File: src/design/lunar_month_stepper_unit_defines.svh
// ---------------------------------------------------------------------------
// Assertion macros for the lunar month stepper
// Shared forms for the concurrent checks in the design files.
// ---------------------------------------------------------------------------
`ifndef LUNAR_MONTH_STEPPER_UNIT_DEFINES_SVH
`define LUNAR_MONTH_STEPPER_UNIT_DEFINES_SVH

// A condition that must hold at every clock edge out of reset.
`define LMS_ASSERT_ALWAYS(label, cond, msg) \
    label: assert property (@(posedge aclk) disable iff (!aresetn) (cond)) \
        else $error(msg);

// A condition that, when seen, must be followed by another on the next edge.
`define LMS_ASSERT_NEXT(label, ante, cons, msg) \
    label: assert property (@(posedge aclk) disable iff (!aresetn) \
        (ante) |=> (cons)) else $error(msg);

`endif

File: src/design/lms_pkg.sv
// ---------------------------------------------------------------------------
// Lunar month stepper package
// Shared types, field widths and code constants for the month stepper.
// ---------------------------------------------------------------------------
package lms_pkg;

    // Field widths.
    localparam int unsigned YEAR_W  = 16;
    localparam int unsigned COUNT_W = 24;
    localparam int unsigned IDX_W   = 7;
    localparam int unsigned MONTH_W = 4;
    localparam int unsigned TYPE_W  = 2;
    localparam int unsigned ZREM_W  = 6;
    localparam int unsigned CFG_IDX_W  = 1;
    localparam int unsigned CFG_DATA_W = 6;

    // Bounds.
    localparam logic [COUNT_W-1:0] COUNT_MAX = '1;
    localparam logic [YEAR_W-1:0]  YEAR_MAX  = '1;

    // Item kinds.
    localparam logic KIND_ADVANCE = 1'b0;
    localparam logic KIND_LOAD    = 1'b1;

    // Month type codes.
    localparam logic [TYPE_W-1:0] TYPE_NORMAL = 2'd0;
    localparam logic [TYPE_W-1:0] TYPE_FIRST  = 2'd1;
    localparam logic [TYPE_W-1:0] TYPE_SECOND = 2'd2;

    // Calendar systems.
    localparam logic SYS_PHUGPA  = 1'b0;
    localparam logic SYS_TSURPHU = 1'b1;

    // Configuration register indexes.
    localparam logic [CFG_IDX_W-1:0] CFG_SYSTEM = 1'd0;
    localparam logic [CFG_IDX_W-1:0] CFG_ZREM   = 1'd1;

    // Reset values.
    localparam logic [ZREM_W-1:0]  ZREM_RESET  = 6'd48;
    localparam logic [MONTH_W-1:0] MONTH_RESET = 4'd1;

    // One input word.
    typedef struct packed {
        logic               kind;
        logic [YEAR_W-1:0]  year;
        logic [COUNT_W-1:0] count;
        logic [IDX_W-1:0]   idx;
        logic [MONTH_W-1:0] exp_month;
        logic [MONTH_W-1:0] month;
        logic [TYPE_W-1:0]  mtype;
        logic               zero;
    } item_t;

    // Calendar state carried from month to month.
    typedef struct packed {
        logic [YEAR_W-1:0]  year;
        logic [COUNT_W-1:0] count;
        logic [IDX_W-1:0]   idx;
        logic [MONTH_W-1:0] exp_month;
        logic [MONTH_W-1:0] month;
        logic [TYPE_W-1:0]  mtype;
        logic               zero;
    } state_t;

    // Configuration registers.
    typedef struct packed {
        logic              system;
        logic [ZREM_W-1:0] zrem;
    } cfg_t;

endpackage

File: src/design/lunar_month_stepper_unit.sv
// ---------------------------------------------------------------------------
// Lunar month stepper
// Steps a lunisolar calendar one month per word, or loads a start month.
// ---------------------------------------------------------------------------
// Usage: each word on the s_ channel either advances the calendar by one
// month (kind 0) or loads the whole calendar state from its fields (kind 1).
// Every word gives exactly one word on the m_ channel holding the state
// after the step, plus a flag for a year increment.
// The cfg_ channel writes the calendar system (index 0) and the Phugpa
// intercalation remainder (index 1); it is always ready. The user must write
// it only while no word is in flight; the block itself does not enforce this.
// From input acceptance to m_valid, the word sits in the input register, then
// one pass through the step logic loads the result register. Throughput is
// one word per cycle while the receiver does not stall, set by the combinational
// step logic feeding back into the state registers.
// When the receiver stalls, the result register holds, the input register
// holds its word, and s_ready drops once both are full.
// Reset clears the state to year 0, count 0, remainder 0, month 1, normal
// type, and the registers to the Phugpa rule with remainder 48.
// ---------------------------------------------------------------------------
`include "lunar_month_stepper_unit_defines.svh"

module lunar_month_stepper_unit (
    input  logic                            aclk,
    input  logic                            aresetn,
    // Configuration write channel
    input  logic                            cfg_valid,
    output logic                            cfg_ready,
    input  logic [lms_pkg::CFG_IDX_W-1:0]   cfg_index,
    input  logic [lms_pkg::CFG_DATA_W-1:0]  cfg_data,
    // Input channel
    input  logic                            s_valid,
    output logic                            s_ready,
    input  logic                            s_kind,
    input  logic [lms_pkg::YEAR_W-1:0]      s_load_year,
    input  logic [lms_pkg::COUNT_W-1:0]     s_load_month_count,
    input  logic [lms_pkg::IDX_W-1:0]       s_load_index,
    input  logic [lms_pkg::MONTH_W-1:0]     s_load_expected_month,
    input  logic [lms_pkg::MONTH_W-1:0]     s_load_month,
    input  logic [lms_pkg::TYPE_W-1:0]      s_load_type,
    input  logic                            s_load_zero_flag,
    // Result channel
    output logic                            m_valid,
    input  logic                            m_ready,
    output logic [lms_pkg::MONTH_W-1:0]     m_month_number,
    output logic [lms_pkg::TYPE_W-1:0]      m_month_type,
    output logic [lms_pkg::YEAR_W-1:0]      m_year_number,
    output logic [lms_pkg::COUNT_W-1:0]     m_month_count,
    output logic [lms_pkg::IDX_W-1:0]       m_intercalation_index,
    output logic                            m_repeat_pending,
    output logic                            m_new_year
);
    import lms_pkg::*;

    logic   cfg_system_reg;
    logic [ZREM_W-1:0] cfg_zrem_reg;
    cfg_t   cfg;

    logic   in_valid_reg;
    item_t  in_item_reg;
    item_t  s_item;

    state_t state_reg;
    state_t state_next;
    logic   new_year_next;

    logic   out_valid_reg;
    state_t out_state_reg;
    logic   out_new_year_reg;

    logic   advance;

    // Configuration registers.
    assign cfg_ready = 1'b1;
    assign cfg.system = cfg_system_reg;
    assign cfg.zrem   = cfg_zrem_reg;

    always_ff @(posedge aclk) begin
        if (!aresetn) begin
            cfg_system_reg <= SYS_PHUGPA;
            cfg_zrem_reg   <= ZREM_RESET;
        end else if (cfg_valid && cfg_ready) begin
            unique case (cfg_index)
                CFG_SYSTEM: cfg_system_reg <= cfg_data[0];
                CFG_ZREM:   cfg_zrem_reg   <= cfg_data;
                default:    ;
            endcase
        end
    end

    // Input register stage.
    assign advance = in_valid_reg && (!out_valid_reg || m_ready);
    assign s_ready = !in_valid_reg || advance;

    assign s_item.kind      = s_kind;
    assign s_item.year      = s_load_year;
    assign s_item.count     = s_load_month_count;
    assign s_item.idx       = s_load_index;
    assign s_item.exp_month = s_load_expected_month;
    assign s_item.month     = s_load_month;
    assign s_item.mtype     = s_load_type;
    assign s_item.zero      = s_load_zero_flag;

    always_ff @(posedge aclk) begin
        if (!aresetn) begin
            in_valid_reg <= 1'b0;
        end else if (s_ready) begin
            in_valid_reg <= s_valid;
        end
    end

    always_ff @(posedge aclk) begin
        if (s_valid && s_ready) begin
            in_item_reg <= s_item;
        end
    end

    // Month step logic.
    lms_step u_step (
        .item     (in_item_reg),
        .cur      (state_reg),
        .cfg      (cfg),
        .nxt      (state_next),
        .new_year (new_year_next)
    );

    // Calendar state.
    always_ff @(posedge aclk) begin
        if (!aresetn) begin
            state_reg.year      <= '0;
            state_reg.count     <= '0;
            state_reg.idx       <= '0;
            state_reg.exp_month <= MONTH_RESET;
            state_reg.month     <= MONTH_RESET;
            state_reg.mtype     <= TYPE_NORMAL;
            state_reg.zero      <= 1'b0;
        end else if (advance) begin
            state_reg <= state_next;
        end
    end

    // Result register.
    always_ff @(posedge aclk) begin
        if (!aresetn) begin
            out_valid_reg <= 1'b0;
        end else if (advance) begin
            out_valid_reg <= 1'b1;
        end else if (m_ready) begin
            out_valid_reg <= 1'b0;
        end
    end

    always_ff @(posedge aclk) begin
        if (advance) begin
            out_state_reg    <= state_next;
            out_new_year_reg <= new_year_next;
        end
    end

    assign m_valid               = out_valid_reg;
    assign m_month_number        = out_state_reg.month;
    assign m_month_type          = out_state_reg.mtype;
    assign m_year_number         = out_state_reg.year;
    assign m_month_count         = out_state_reg.count;
    assign m_intercalation_index = out_state_reg.idx;
    assign m_repeat_pending      = out_state_reg.zero;
    assign m_new_year            = out_new_year_reg;

    // Checks.
    `LMS_ASSERT_ALWAYS(a_new_year_month,
        !(m_valid && m_new_year) ||
        (m_month_number == 4'd1 && m_month_type != TYPE_SECOND),
        "new year flagged on a month that cannot open a year")
    `LMS_ASSERT_ALWAYS(a_result_matches_state,
        !m_valid || (out_state_reg == state_reg),
        "shown result differs from the calendar state")
    `LMS_ASSERT_NEXT(a_load_no_new_year,
        advance && in_item_reg.kind == KIND_LOAD,
        !out_new_year_reg,
        "a load word raised the new year flag")
    `LMS_ASSERT_NEXT(a_stall_keeps_word,
        in_valid_reg && out_valid_reg && !m_ready,
        in_valid_reg && $stable(in_item_reg) && $stable(state_reg),
        "input word or state moved while the result was stalled")

endmodule

File: src/design/lms_step.sv
// ---------------------------------------------------------------------------
// Lunar month step logic
// Computes the calendar state after one advance or load word.
// ---------------------------------------------------------------------------
module lms_step (
    input  lms_pkg::item_t  item,
    input  lms_pkg::state_t cur,
    input  lms_pkg::cfg_t   cfg,
    output lms_pkg::state_t nxt,
    output logic            new_year
);
    import lms_pkg::*;

    logic [IDX_W:0]       r_sum;
    logic [1:0]           step;
    logic [COUNT_W:0]     up_sum;
    logic [COUNT_W-1:0]   cnt;
    logic [IDX_W-1:0]     idx;
    logic [MONTH_W-1:0]   em;
    logic [MONTH_W:0]     em_inc;
    logic                 zp;
    logic [IDX_W-1:0]     z_lo;
    logic [IDX_W-1:0]     z_hi;
    logic                 first;
    logic                 dec;
    logic [MONTH_W-1:0]   month;
    logic [TYPE_W-1:0]    mtype;

    always_comb begin
        r_sum    = {1'b0, cur.idx} + 8'd2;
        em_inc   = {1'b0, cur.exp_month} + 5'd1;
        z_lo     = {1'b0, cfg.zrem};
        z_hi     = {1'b0, cfg.zrem} + 7'd1;
        step     = 2'd1;
        up_sum   = '0;
        cnt      = cur.count;
        idx      = cur.idx;
        em       = cur.exp_month;
        zp       = cur.zero;
        first    = 1'b0;
        dec      = 1'b0;
        month    = '0;
        mtype    = TYPE_NORMAL;
        new_year = 1'b0;
        nxt      = cur;

        if (item.kind == KIND_LOAD) begin
            nxt.year      = item.year;
            nxt.count     = item.count;
            nxt.idx       = item.idx;
            nxt.exp_month = item.exp_month;
            nxt.month     = item.month;
            nxt.mtype     = item.mtype;
            nxt.zero      = item.zero;
        end else begin
            // Move the true month on by 1;2 unless a repeat is pending.
            if (!zp) begin
                if (r_sum >= 8'd65) begin
                    idx  = 7'(r_sum - 8'd65);
                    step = 2'd2;
                end else begin
                    idx  = r_sum[IDX_W-1:0];
                    step = 2'd1;
                end
                up_sum = {1'b0, cnt} + 25'(step);
                cnt    = up_sum[COUNT_W] ? COUNT_MAX : up_sum[COUNT_W-1:0];

                // Expected month, with the drop back at the end of the year.
                if (cur.month == 4'd12 && cur.mtype != TYPE_FIRST) begin
                    em = (cur.exp_month >= 4'd12) ? cur.exp_month - 4'd11 : 4'd1;
                end else begin
                    em = (em_inc >= 5'd15) ? 4'd1 : em_inc[MONTH_W-1:0];
                end
            end

            // Apply the intercalation rule of the selected system.
            month = em;
            if (cfg.system == SYS_TSURPHU) begin
                if (idx == 7'd0 || idx == 7'd1) begin
                    if (!zp) begin
                        zp    = 1'b1;
                        cnt   = (cnt == '0) ? cnt : cnt - 24'd1;
                        first = (em != '0);
                    end else begin
                        zp  = 1'b0;
                        cnt = (cnt == COUNT_MAX) ? cnt : cnt + 24'd1;
                    end
                end
            end else begin
                if (idx == z_lo || idx == z_hi) begin
                    first = (em != '0);
                end else begin
                    if (idx > z_hi) begin
                        dec = 1'b1;
                    end else if (idx == 7'd0 || idx == 7'd1) begin
                        if (!zp) begin
                            zp  = 1'b1;
                            dec = 1'b1;
                            cnt = (cnt == '0) ? cnt : cnt - 24'd1;
                        end else begin
                            zp  = 1'b0;
                            cnt = (cnt == COUNT_MAX) ? cnt : cnt + 24'd1;
                        end
                    end
                    // The month before a doubled one is shown one lower.
                    if (dec) begin
                        if (em == 4'd0) begin
                            first = 1'b1;
                            month = 4'd1;
                        end else if (em == 4'd1) begin
                            month = 4'd12;
                        end else begin
                            month = em - 4'd1;
                        end
                    end else if (em == 4'd0) begin
                        month = 4'd12;
                    end
                end
            end

            // Month type follows the previous one unless a doubling starts.
            mtype = (cur.mtype == TYPE_FIRST) ? TYPE_SECOND : TYPE_NORMAL;
            if (first) begin
                mtype = TYPE_FIRST;
            end

            nxt.count     = cnt;
            nxt.idx       = idx;
            nxt.exp_month = em;
            nxt.month     = month;
            nxt.mtype     = mtype;
            nxt.zero      = zp;

            // A new year starts with month 1 that is not a repeat.
            if (month == 4'd1 && mtype != TYPE_SECOND && cur.year != YEAR_MAX) begin
                nxt.year = cur.year + 16'd1;
                new_year = 1'b1;
            end
        end
    end

endmodule

File: config.mk
export PLATFORM = sky130hd
export DESIGN_NAME = lunar_month_stepper_unit
export DESIGN_NICKNAME = d
export VERILOG_FILES = /design/src/design/lms_pkg.sv /design/src/design/lunar_month_stepper_unit.sv /design/src/design/lms_step.sv
export VERILOG_INCLUDE_DIRS = /design/src /design/src/design
export SDC_FILE = /design/constraint.sdc
export NUM_CORES = 1
export LEC_CHECK = 0
export BUFFER_PORTS_ARGS = -buffer_cell sky130_fd_sc_hd__buf_2
export CAP_MARGIN = 20
export CORE_UTILIZATION = 30
export DETAILED_ROUTE_END_ITERATION = 8
export HOLD_SLACK_MARGIN = 0.06
export PLACE_DENSITY_LB_ADDON = 0.1
export SYNTH_ARGS = -nofsm -noshare
export SYNTH_HDL_FRONTEND = slang
export SYNTH_SLANG_ARGS = --single-unit
File: constraint.sdc
create_clock -name aclk -period 4.9 [get_ports aclk]
set_clock_uncertainty 0.1 [all_clocks]
set_input_delay 0.98 -clock aclk [delete_from_list [all_inputs] [get_ports aclk]]
set_output_delay 0.98 -clock aclk [all_outputs]
set_load 0.02 [all_outputs]
======== Word-level counts from Yosys, hierarchy flattened ========
Index checks and enable logic that the tools add are counted.
word-level totals
  register bits ........................... 181
  input port bits ......................... 71
  output and inout bits ................... 58
operators by class
  bitwise gates (word level) .............. 1
  equality and inequality tests ........... 11
  multiplexer cells ....................... 53
  add/subtract/negate cells ............... 10
  reduce and logical (&&, ||, !) cells .... 18
  $lt $le $gt $ge ......................... 4
operators with widths
  operator               count
  $mux 24                10
  $mux 58                1
  $mux 4                 12
  $add 24x2->25          1
  $add 24x1->24 const B  1
  $eq 24x24->1 const B   1
  $logic_not 24->1       1
  $sub 24x1->24 const B  1
  $mux 7                 3
  $mux 1                 20
  $add 16x1->16 const B  1
  $mux 16                1
  $ne 16x16->1 const B   1
  $mux 2                 6
  $add 7x2->8 const B    1
  $eq 4x1->1 const B     2
  $ge 8x7->1 const B     1
  $add 6x1->7 const B    1
  $eq 7x1->1 const B     1
  $eq 7x6->1             1
  $eq 7x7->1             1
  $gt 7x7->1             1
  $logic_not 7->1        1
  $sub 7x7->7 const B    1
  17 further kinds       26

======== Longest topological paths before layout ========
Gate-level depths: netlist of run 1.
  word-level depth ........................ 23
  mapped depth ............................ 24

======== Cells and area by module ========
A second synthesis of run 1 with hierarchy kept.
unflattened totals
  cell total of the unflattened synthesis .. 1,224
  area, all modules ....................... 11,279.6 µm²
modules (own cells, without submodules)
  module                    area an instance (µm²)  times used  cells each
  lunar_month_stepper_unit  6,130.9                 1           410
  lms_step                  5,148.7                 1           814

======== Worst setup path before layout of run 1 ========
No wires, ideal clock.
  path type ............................... flip-flop to flip-flop
  start point ............................. reg state_reg[12] (netlist name)
  end point ............................... reg state_reg[38] (netlist name)
  arrival time ............................ 5.144 ns
  setup time .............................. 0.116 ns
  slack ................................... -0.460 ns
  stages on the path, launching flop included .. 22
  cells stage by stage .................... dfxtp_1 ha_1 nand3_2 mux2_2 and4_1 a21oi_1 inv_1 ha_1 fa_1 nand3b_1 nor4_2 nand2_1 clkbuf_1 nand2_1 nor4_1 nand3_1 or3b_2 o31ai_1 nand2_1 xnor2_1 mux2_2 a31o_2
RTL lines
  what                      line                             source
  start: declaration        lunar_month_stepper_unit.sv:63   state_t state_reg;
  start signal: assignment  lunar_month_stepper_unit.sv:138  state_reg <= state_next;

==> results of run 1 <==
## power by group
| group | switching [W] | total, W | internal [W] |
|---|---|---|---|
| combinational | 0.000564 | 0.00101 | 0.000444 |
| sequential | 0.0000692 | 0.00179 | 0.00172 |
| clock | 0.000703 | 0.00143 | 0.000725 |
| total | 0.00134 | 0.00423 | 0.00289 |
## layout make-up
cell class | instances | area [um^2] | area share, %
multi-input combinational | 904 | 6370 | 42.8
sequential | 181 | 4780 | 32.1
timing repair buffer | 360 | 2430 | 16.4
tap | 461 | 577 | 3.88
clock buffer | 17 | 425 | 2.86
clock inverter | 15 | 163 | 1.09
inverter | 33 | 126 | 0.850
## timing repair
action | 4_1_cts | 5_1_grt
buffers inserted | 19 | 12
pin swaps | 35 | 63
endpoints found under the setup margin | 73 | 70
resized for setup | 73 | 72
gates cloned | 1 | 1
## metrics by stage
stage	total power, W	hold slack (ps)	util (%)	std cells
global placement	0.00272	346	37.5	1907
finish	0.00423	356	41.7	1971
detailed placement	0.00272	348	37.5	1907
floorplan	0.00232	332	-	1199
global route	0.00442	379	41.7	1971
CTS	0.00422	359	40.5	1959
## worst max-delay path, cell delays in order (launching register included)
cell	delay [ps]
dfxtp_4	380
buf_6	130
buf_4	120
nand3_2	80
xor2_2	190
and4_4	270
a21oi_4	40
inv_2	80
ha_4	140
fa_2	220
nand3b_1	130
buf_6	160
nor4_4	370
buf_4	200
buf_4	100
a31oi_1	80
a31oi_1	220
and3_1	240
nand4_1	220
buf_4	220
buf_4	130
buf_4	130
nand4_1	90
a21oi_1	80
xor2_1	150
mux2_4	310
a31o_2	260
## cell families (layout without fill, tap and decap cells)
| logic type | Yosys count | count (layout) | synth area share, % |
|---|---|---|---|
| compound gates | 297 | 298 | 18.4 |
| xor+xnor | 62 | 62 | 5.11 |
| fa+ha+maj | 23 | 23 | 2.71 |
| buf+inv | 115 | 425 | 4.32 |
| flops | 181 | 181 | 43.7 |
| mux | 23 | 23 | 2.38 |
| other cells | 1 | 1 | 0.0344 |
| simple gates | 497 | 497 | 23.3 |
## metal layers
metal  track usage (%)  routed length [um]  vias up
met5                 0                   0        -
met4              6.00                 604        0
met3              3.00                1200       32
met2              33.5               17900      182
met1              27.7               17800     4988
li1                  -                   -     5056
## layout by cell type, fill, tap and decap left out, types with 7 or more instances in the layout
master and n:
a211o_1 7, a21oi_1 54, a31oi_1 14, and2_1 11, and3_1 29, buf_2 128, buf_4 223, buf_6 7
clkbuf_16 17, dfxtp_1 62, edfxtp_1 114, ha_1 15, inv_1 28, mux2_2 9, mux2i_1 9, nand2_1 151
nand2b_1 13, nand3_1 58, nand4_1 24, nor2_1 74, nor2b_1 11, nor3_1 29, nor4_1 14, nor4_2 7
o211ai_1 17, o21a_1 9, o21ai_0 48, o21ai_1 21, o21ai_2 10, o21ba_2 10, o22ai_1 7, o31a_1 8
o31ai_1 10, or3_1 10, xnor2_1 28, xnor2_2 8, xor2_1 21
## worst paths after layout
path	from	endpoint	cells after the start
max	state_reg[12]	state_reg[36]	26
min	state_reg[5]	state_reg[5]	2
max reg2reg	state_reg[12]	state_reg[36]	26
min reg2reg	state_reg[5]	state_reg[5]	2
==> impl_metrics.toml, run 1 <==
[clocking]
cts_buffer_depth = 2
clkTransAtPathRegs_ps = 80
cts_tree = "done"
postCtsHoldBufs = 0
cts.sinks = 181
numCtsBuffers = 17
root_buffer = "clkbuf_16"
clk_latency_ps = 460
cts_max_level = 4

[global_route]
grt_pass1_wl_um = 57200
grt_usage_pct = 20.4
grt_pass1_vias = 10100
antenna_found_initial = 0
grt_start_max_net_pins = 60
grt-ovfl-total = 0

[run_status]
violations = "design-rule violations, negative setup slack"
status = "finished, violations left"

[layout]
nFillCells = 3547
largest_register_ffs = 59
syn_to_final_growth_pct = 36.6
nNetsFinal = 1591
n_antenna_cell = 0
fin_area_um2 = 14900
drive_gt1_share_pct = 36.0

[sta]
rsz0062_at_grt = "yes"
hold_violations = 0
worstMarginPinSlew_ps = 973
slew_headroom_pct = 35.1
finalSetupViolCount = 1
setup_tns_ps = -53.4
max_freq_mhz = 202
finalCriticalPeriod_ps = 4950
worst_slack_ps = -53.4
slew_violations = 0
period_share_pct = 101

[route]
wire_per_inst_um = 19.0
wl_um = 37400
ant_nets = 0
drtIter0Drc = 550
viasPerCell = 5.20
via_count = 10300
drtPass1Iterations = 7
drc = 8

[die]
coreArea_um2 = 35700
dieArea_um2 = 37100
dieWidth_um = 193
start_util_pct = 30.5
die_y_um = 193
ioPinCount = 129
fp-row-count = 69

[flow_run]
max-cap-violations = 0

[synth]
synth_area_leader_cell = "edfxtp_1"
synthesis.area_um2 = 10900
synth_top_area_share_pct = 31.4
syn_nets = 1293
yosysSeqAreaShare_pct = 43.7
synthMostInstantiatedCell = "nand2_1"
syn_avg_cell_area_um2 = 9.08
ys.flop_type = "edfxtp_1"
synthTopCellsByArea = "edfxtp_1, dfxtp_1, nand2_1, o21ai_0, xnor2_1"
yosysWarnings = 0
synthArstFlopShare_pct = 0
synthCells = 1199
synth-seq-cells = 181
ys_types = 84
synth_edf_count = 114
synth_common_cells = "nand2_1, edfxtp_1, nor2_1"

[placement]
place_area_um2 = 13400
io_buffers = 127
dpl_worst_slack_ps = -295
finalWeightedCongestion = 0.893
dp_hpwl_um = 26500

[power_and_ir_drop]
vdd_drop_max_mv = 0.273
p_leak_nw = 5.76
power.density_nw_per_um2 = 284

[min_path]
hold_class = "reg -> reg"

[critical_path]
cp-start-kind = "register"
worst-setup-path-type = "reg -> reg"
worstPathArrival_ps = 5220
crit_fanout = 5
critPathCaptureType = "register"
r2r_setup_slack_ps = -50
crit_required_ps = 5160
Power figures use the tool's default switching activity.
==> run 2, diff against run 1 <==
--- a/config.mk
+++ b/config.mk
@@ -10,2 +10,3 @@
 export CAP_MARGIN = 20
+export CORE_MARGIN = 2
 export CORE_UTILIZATION = 30
==> constraint.sdc (replaced) <==
create_clock -name aclk -period 4.9 [get_ports aclk]
set_clock_uncertainty 0.1 [all_clocks]
set_input_delay 0 -clock aclk [delete_from_list [all_inputs] [get_ports aclk]]
set_output_delay 0 -clock aclk [all_outputs]
set_load 0.02 [all_outputs]
==> impl_metrics.toml, run 2 (synthesized netlist as in run 1, its figures left out) <==
[global_route]
grt-ovfl-total = 0
grt_start_max_net_pins = 75
antenna_found_initial = 0
grt_pass1_wl_um = 60500
grt_usage_pct = 20.5
grt_pass1_vias = 10700

[flow_run]
max-cap-violations = 0

[power_and_ir_drop]
vdd_drop_max_mv = 0.266
p_sw_share_pct = 31.2
p_total_w = 0.00418
clkPwrFrac_pct = 30.9
seq_power_share_pct = 42.7
p_leak_nw = 6.22
p_switching_w = 0.00131
power.density_nw_per_um2 = 263
combPwrFrac_pct = 26.3
intPower_w = 0.00288

[clocking]
cts_tree = "done"
root_buffer = "clkbuf_16"
clk_latency_ps = 460
cts_buffer_depth = 2
cts_max_level = 4
numCtsBuffers = 17
clkTransAtPathRegs_ps = 70
cts.sinks = 181

[critical_path]
worstPathArrival_ps = 5170
crit_fanout = 7
worst-setup-path-type = "reg -> reg"
cp-start-kind = "register"
critPathCaptureType = "register"
ff2ff_path_depth = 22
crit_required_ps = 5160
r2r_setup_slack_ps = -10

[sta]
slew_headroom_pct = 38.0
finalSetupViolCount = 1
max_freq_mhz = 204
slew_violations = 0
worst_slack_ps = -11.8
rsz0062_at_grt = "yes"
hold_violations = 0
finalCriticalPeriod_ps = 4910
worstMarginPinSlew_ps = 930
period_share_pct = 100

[die]
start_util_pct = 30.5
ioPinCount = 129
dieArea_um2 = 37800
coreArea_um2 = 35700
die_y_um = 195
fp-row-count = 69
dieWidth_um = 195

[layout]
mostFrequentLayoutCells = "buf_4, nand2_1, buf_2"
drive_gt1_share_pct = 34.9
syn_to_final_growth_pct = 46.2
layout_commonest_cell = "buf_4"
nFillCells = 3526
fin_area_um2 = 15900
largest_register_ffs = 59
nNetsFinal = 1688
fin_util_pct = 44.7
n_antenna_cell = 0

[placement]
finalWeightedCongestion = 0.860
io_buffers = 127
place_area_um2 = 13400
dp_hpwl_um = 26800

[route]
drtPass1Iterations = 5
wire_per_inst_um = 19.1
ant_nets = 0
viasPerCell = 5.21
drtIter0Drc = 598
drc = 0
wl_um = 39500
via_count = 10800

[min_path]
hold_class = "in -> reg"
min_path_cells = 2

[run_status]
status = "finished, violations left"
violations = "negative setup slack"
## run 2: cell count changes in the layout (fill, tap and decap cells not counted), moves of 4 or more
| cell | delta |
|---|---|
| dlygate4sd3_1 | +83 |
| clkbuf_1 | +4 |
| o21ai_2 | -5 |
| inv_8 | -5 |
| buf_6 | +9 |
| buf_4 | +4 |
| clkinvlp_4 | +5 |
## run 2: area by class of cell
type	count	area, um^2	share of cell area [%]
Sequential cell	181	4780	30.0
Inverter	33	126	0.794
Clock buffer	21	440	2.77
Timing Repair Buffer	457	3440	21.6
Multi-Input combinational cell	904	6490	40.7
Clock inverter	11	77.6	0.487
Tap cell	461	577	3.62
## run 2: critical path: stages (launching register included)
cell      delay, ps
dfxtp_4         390
buf_6           120
nand2_4          40
or3_4           390
and2_4          190
a21oi_4         170
buf_6           130
fa_2            230
nand3b_1        100
buf_4           170
nor4_4          360
buf_12          160
nand3_2          80
mux2_4          330
a2111o_1        470
buf_6           170
o211ai_1        310
o32ai_2         170
nand3_1         130
xor2_1          180
o21ai_1          80
buf_4           170
o21ba_4         180
## run 2: worst paths after layout
check | from | to
max | state_reg[12] | state_reg[39]
min | s_load_year[9] | in_item_reg[51]
max reg2reg | state_reg[12] | state_reg[39]
min reg2reg | state_reg[1] | state_reg[1]
## run 2: power by group through the flow
stage	combinational, W	clock (W)	sequential, W
2_1_floorplan	0.000492	0	0.00183
3_3_place_gp	0.000909	0	0.00182
3_5_place_dp	0.000909	0	0.00182
4_1_cts	0.00101	0.00134	0.00179
5_1_grt	0.00119	0.00139	0.00180
6_report	0.00110	0.00129	0.00179
## run 2: timing repair
| action | 4_1_cts | 5_1_grt |
|---|---|---|
| cloned | 1 | 2 |
| hold buffers | 83 | 0 |
| buffers inserted | 20 | 31 |
| resized for setup | 77 | 93 |
| pin swaps | 36 | 72 |
| endpoints found under the setup margin | 76 | 79 |
| endpoints found under the hold margin | 70 | 0 |
## run 2: stage by stage
step           TNS, ps  hold slack, ps  setup slack [ps]  std cells
5_1_grt          -4350             140              -205       2068
4_1_cts          -40.8             120             -22.7       2039
6_report         -11.8             143             -11.8       2068
3_5_place_dp    -11510            78.1              -317       1903
2_1_floorplan    -55.1           -1.13             -13.0       1199
3_3_place_gp     -8640            76.3              -322       1903
## run 2: per-layer routing
metal  global-route usage [%]  vias up  wire length (um)
li1                         -     5241                 -
met1                     27.4     5256             18300
met2                     34.5      228             19300
met3                     2.60       54              1220
met4                     6.44        0               787
met5                        0        -                 0
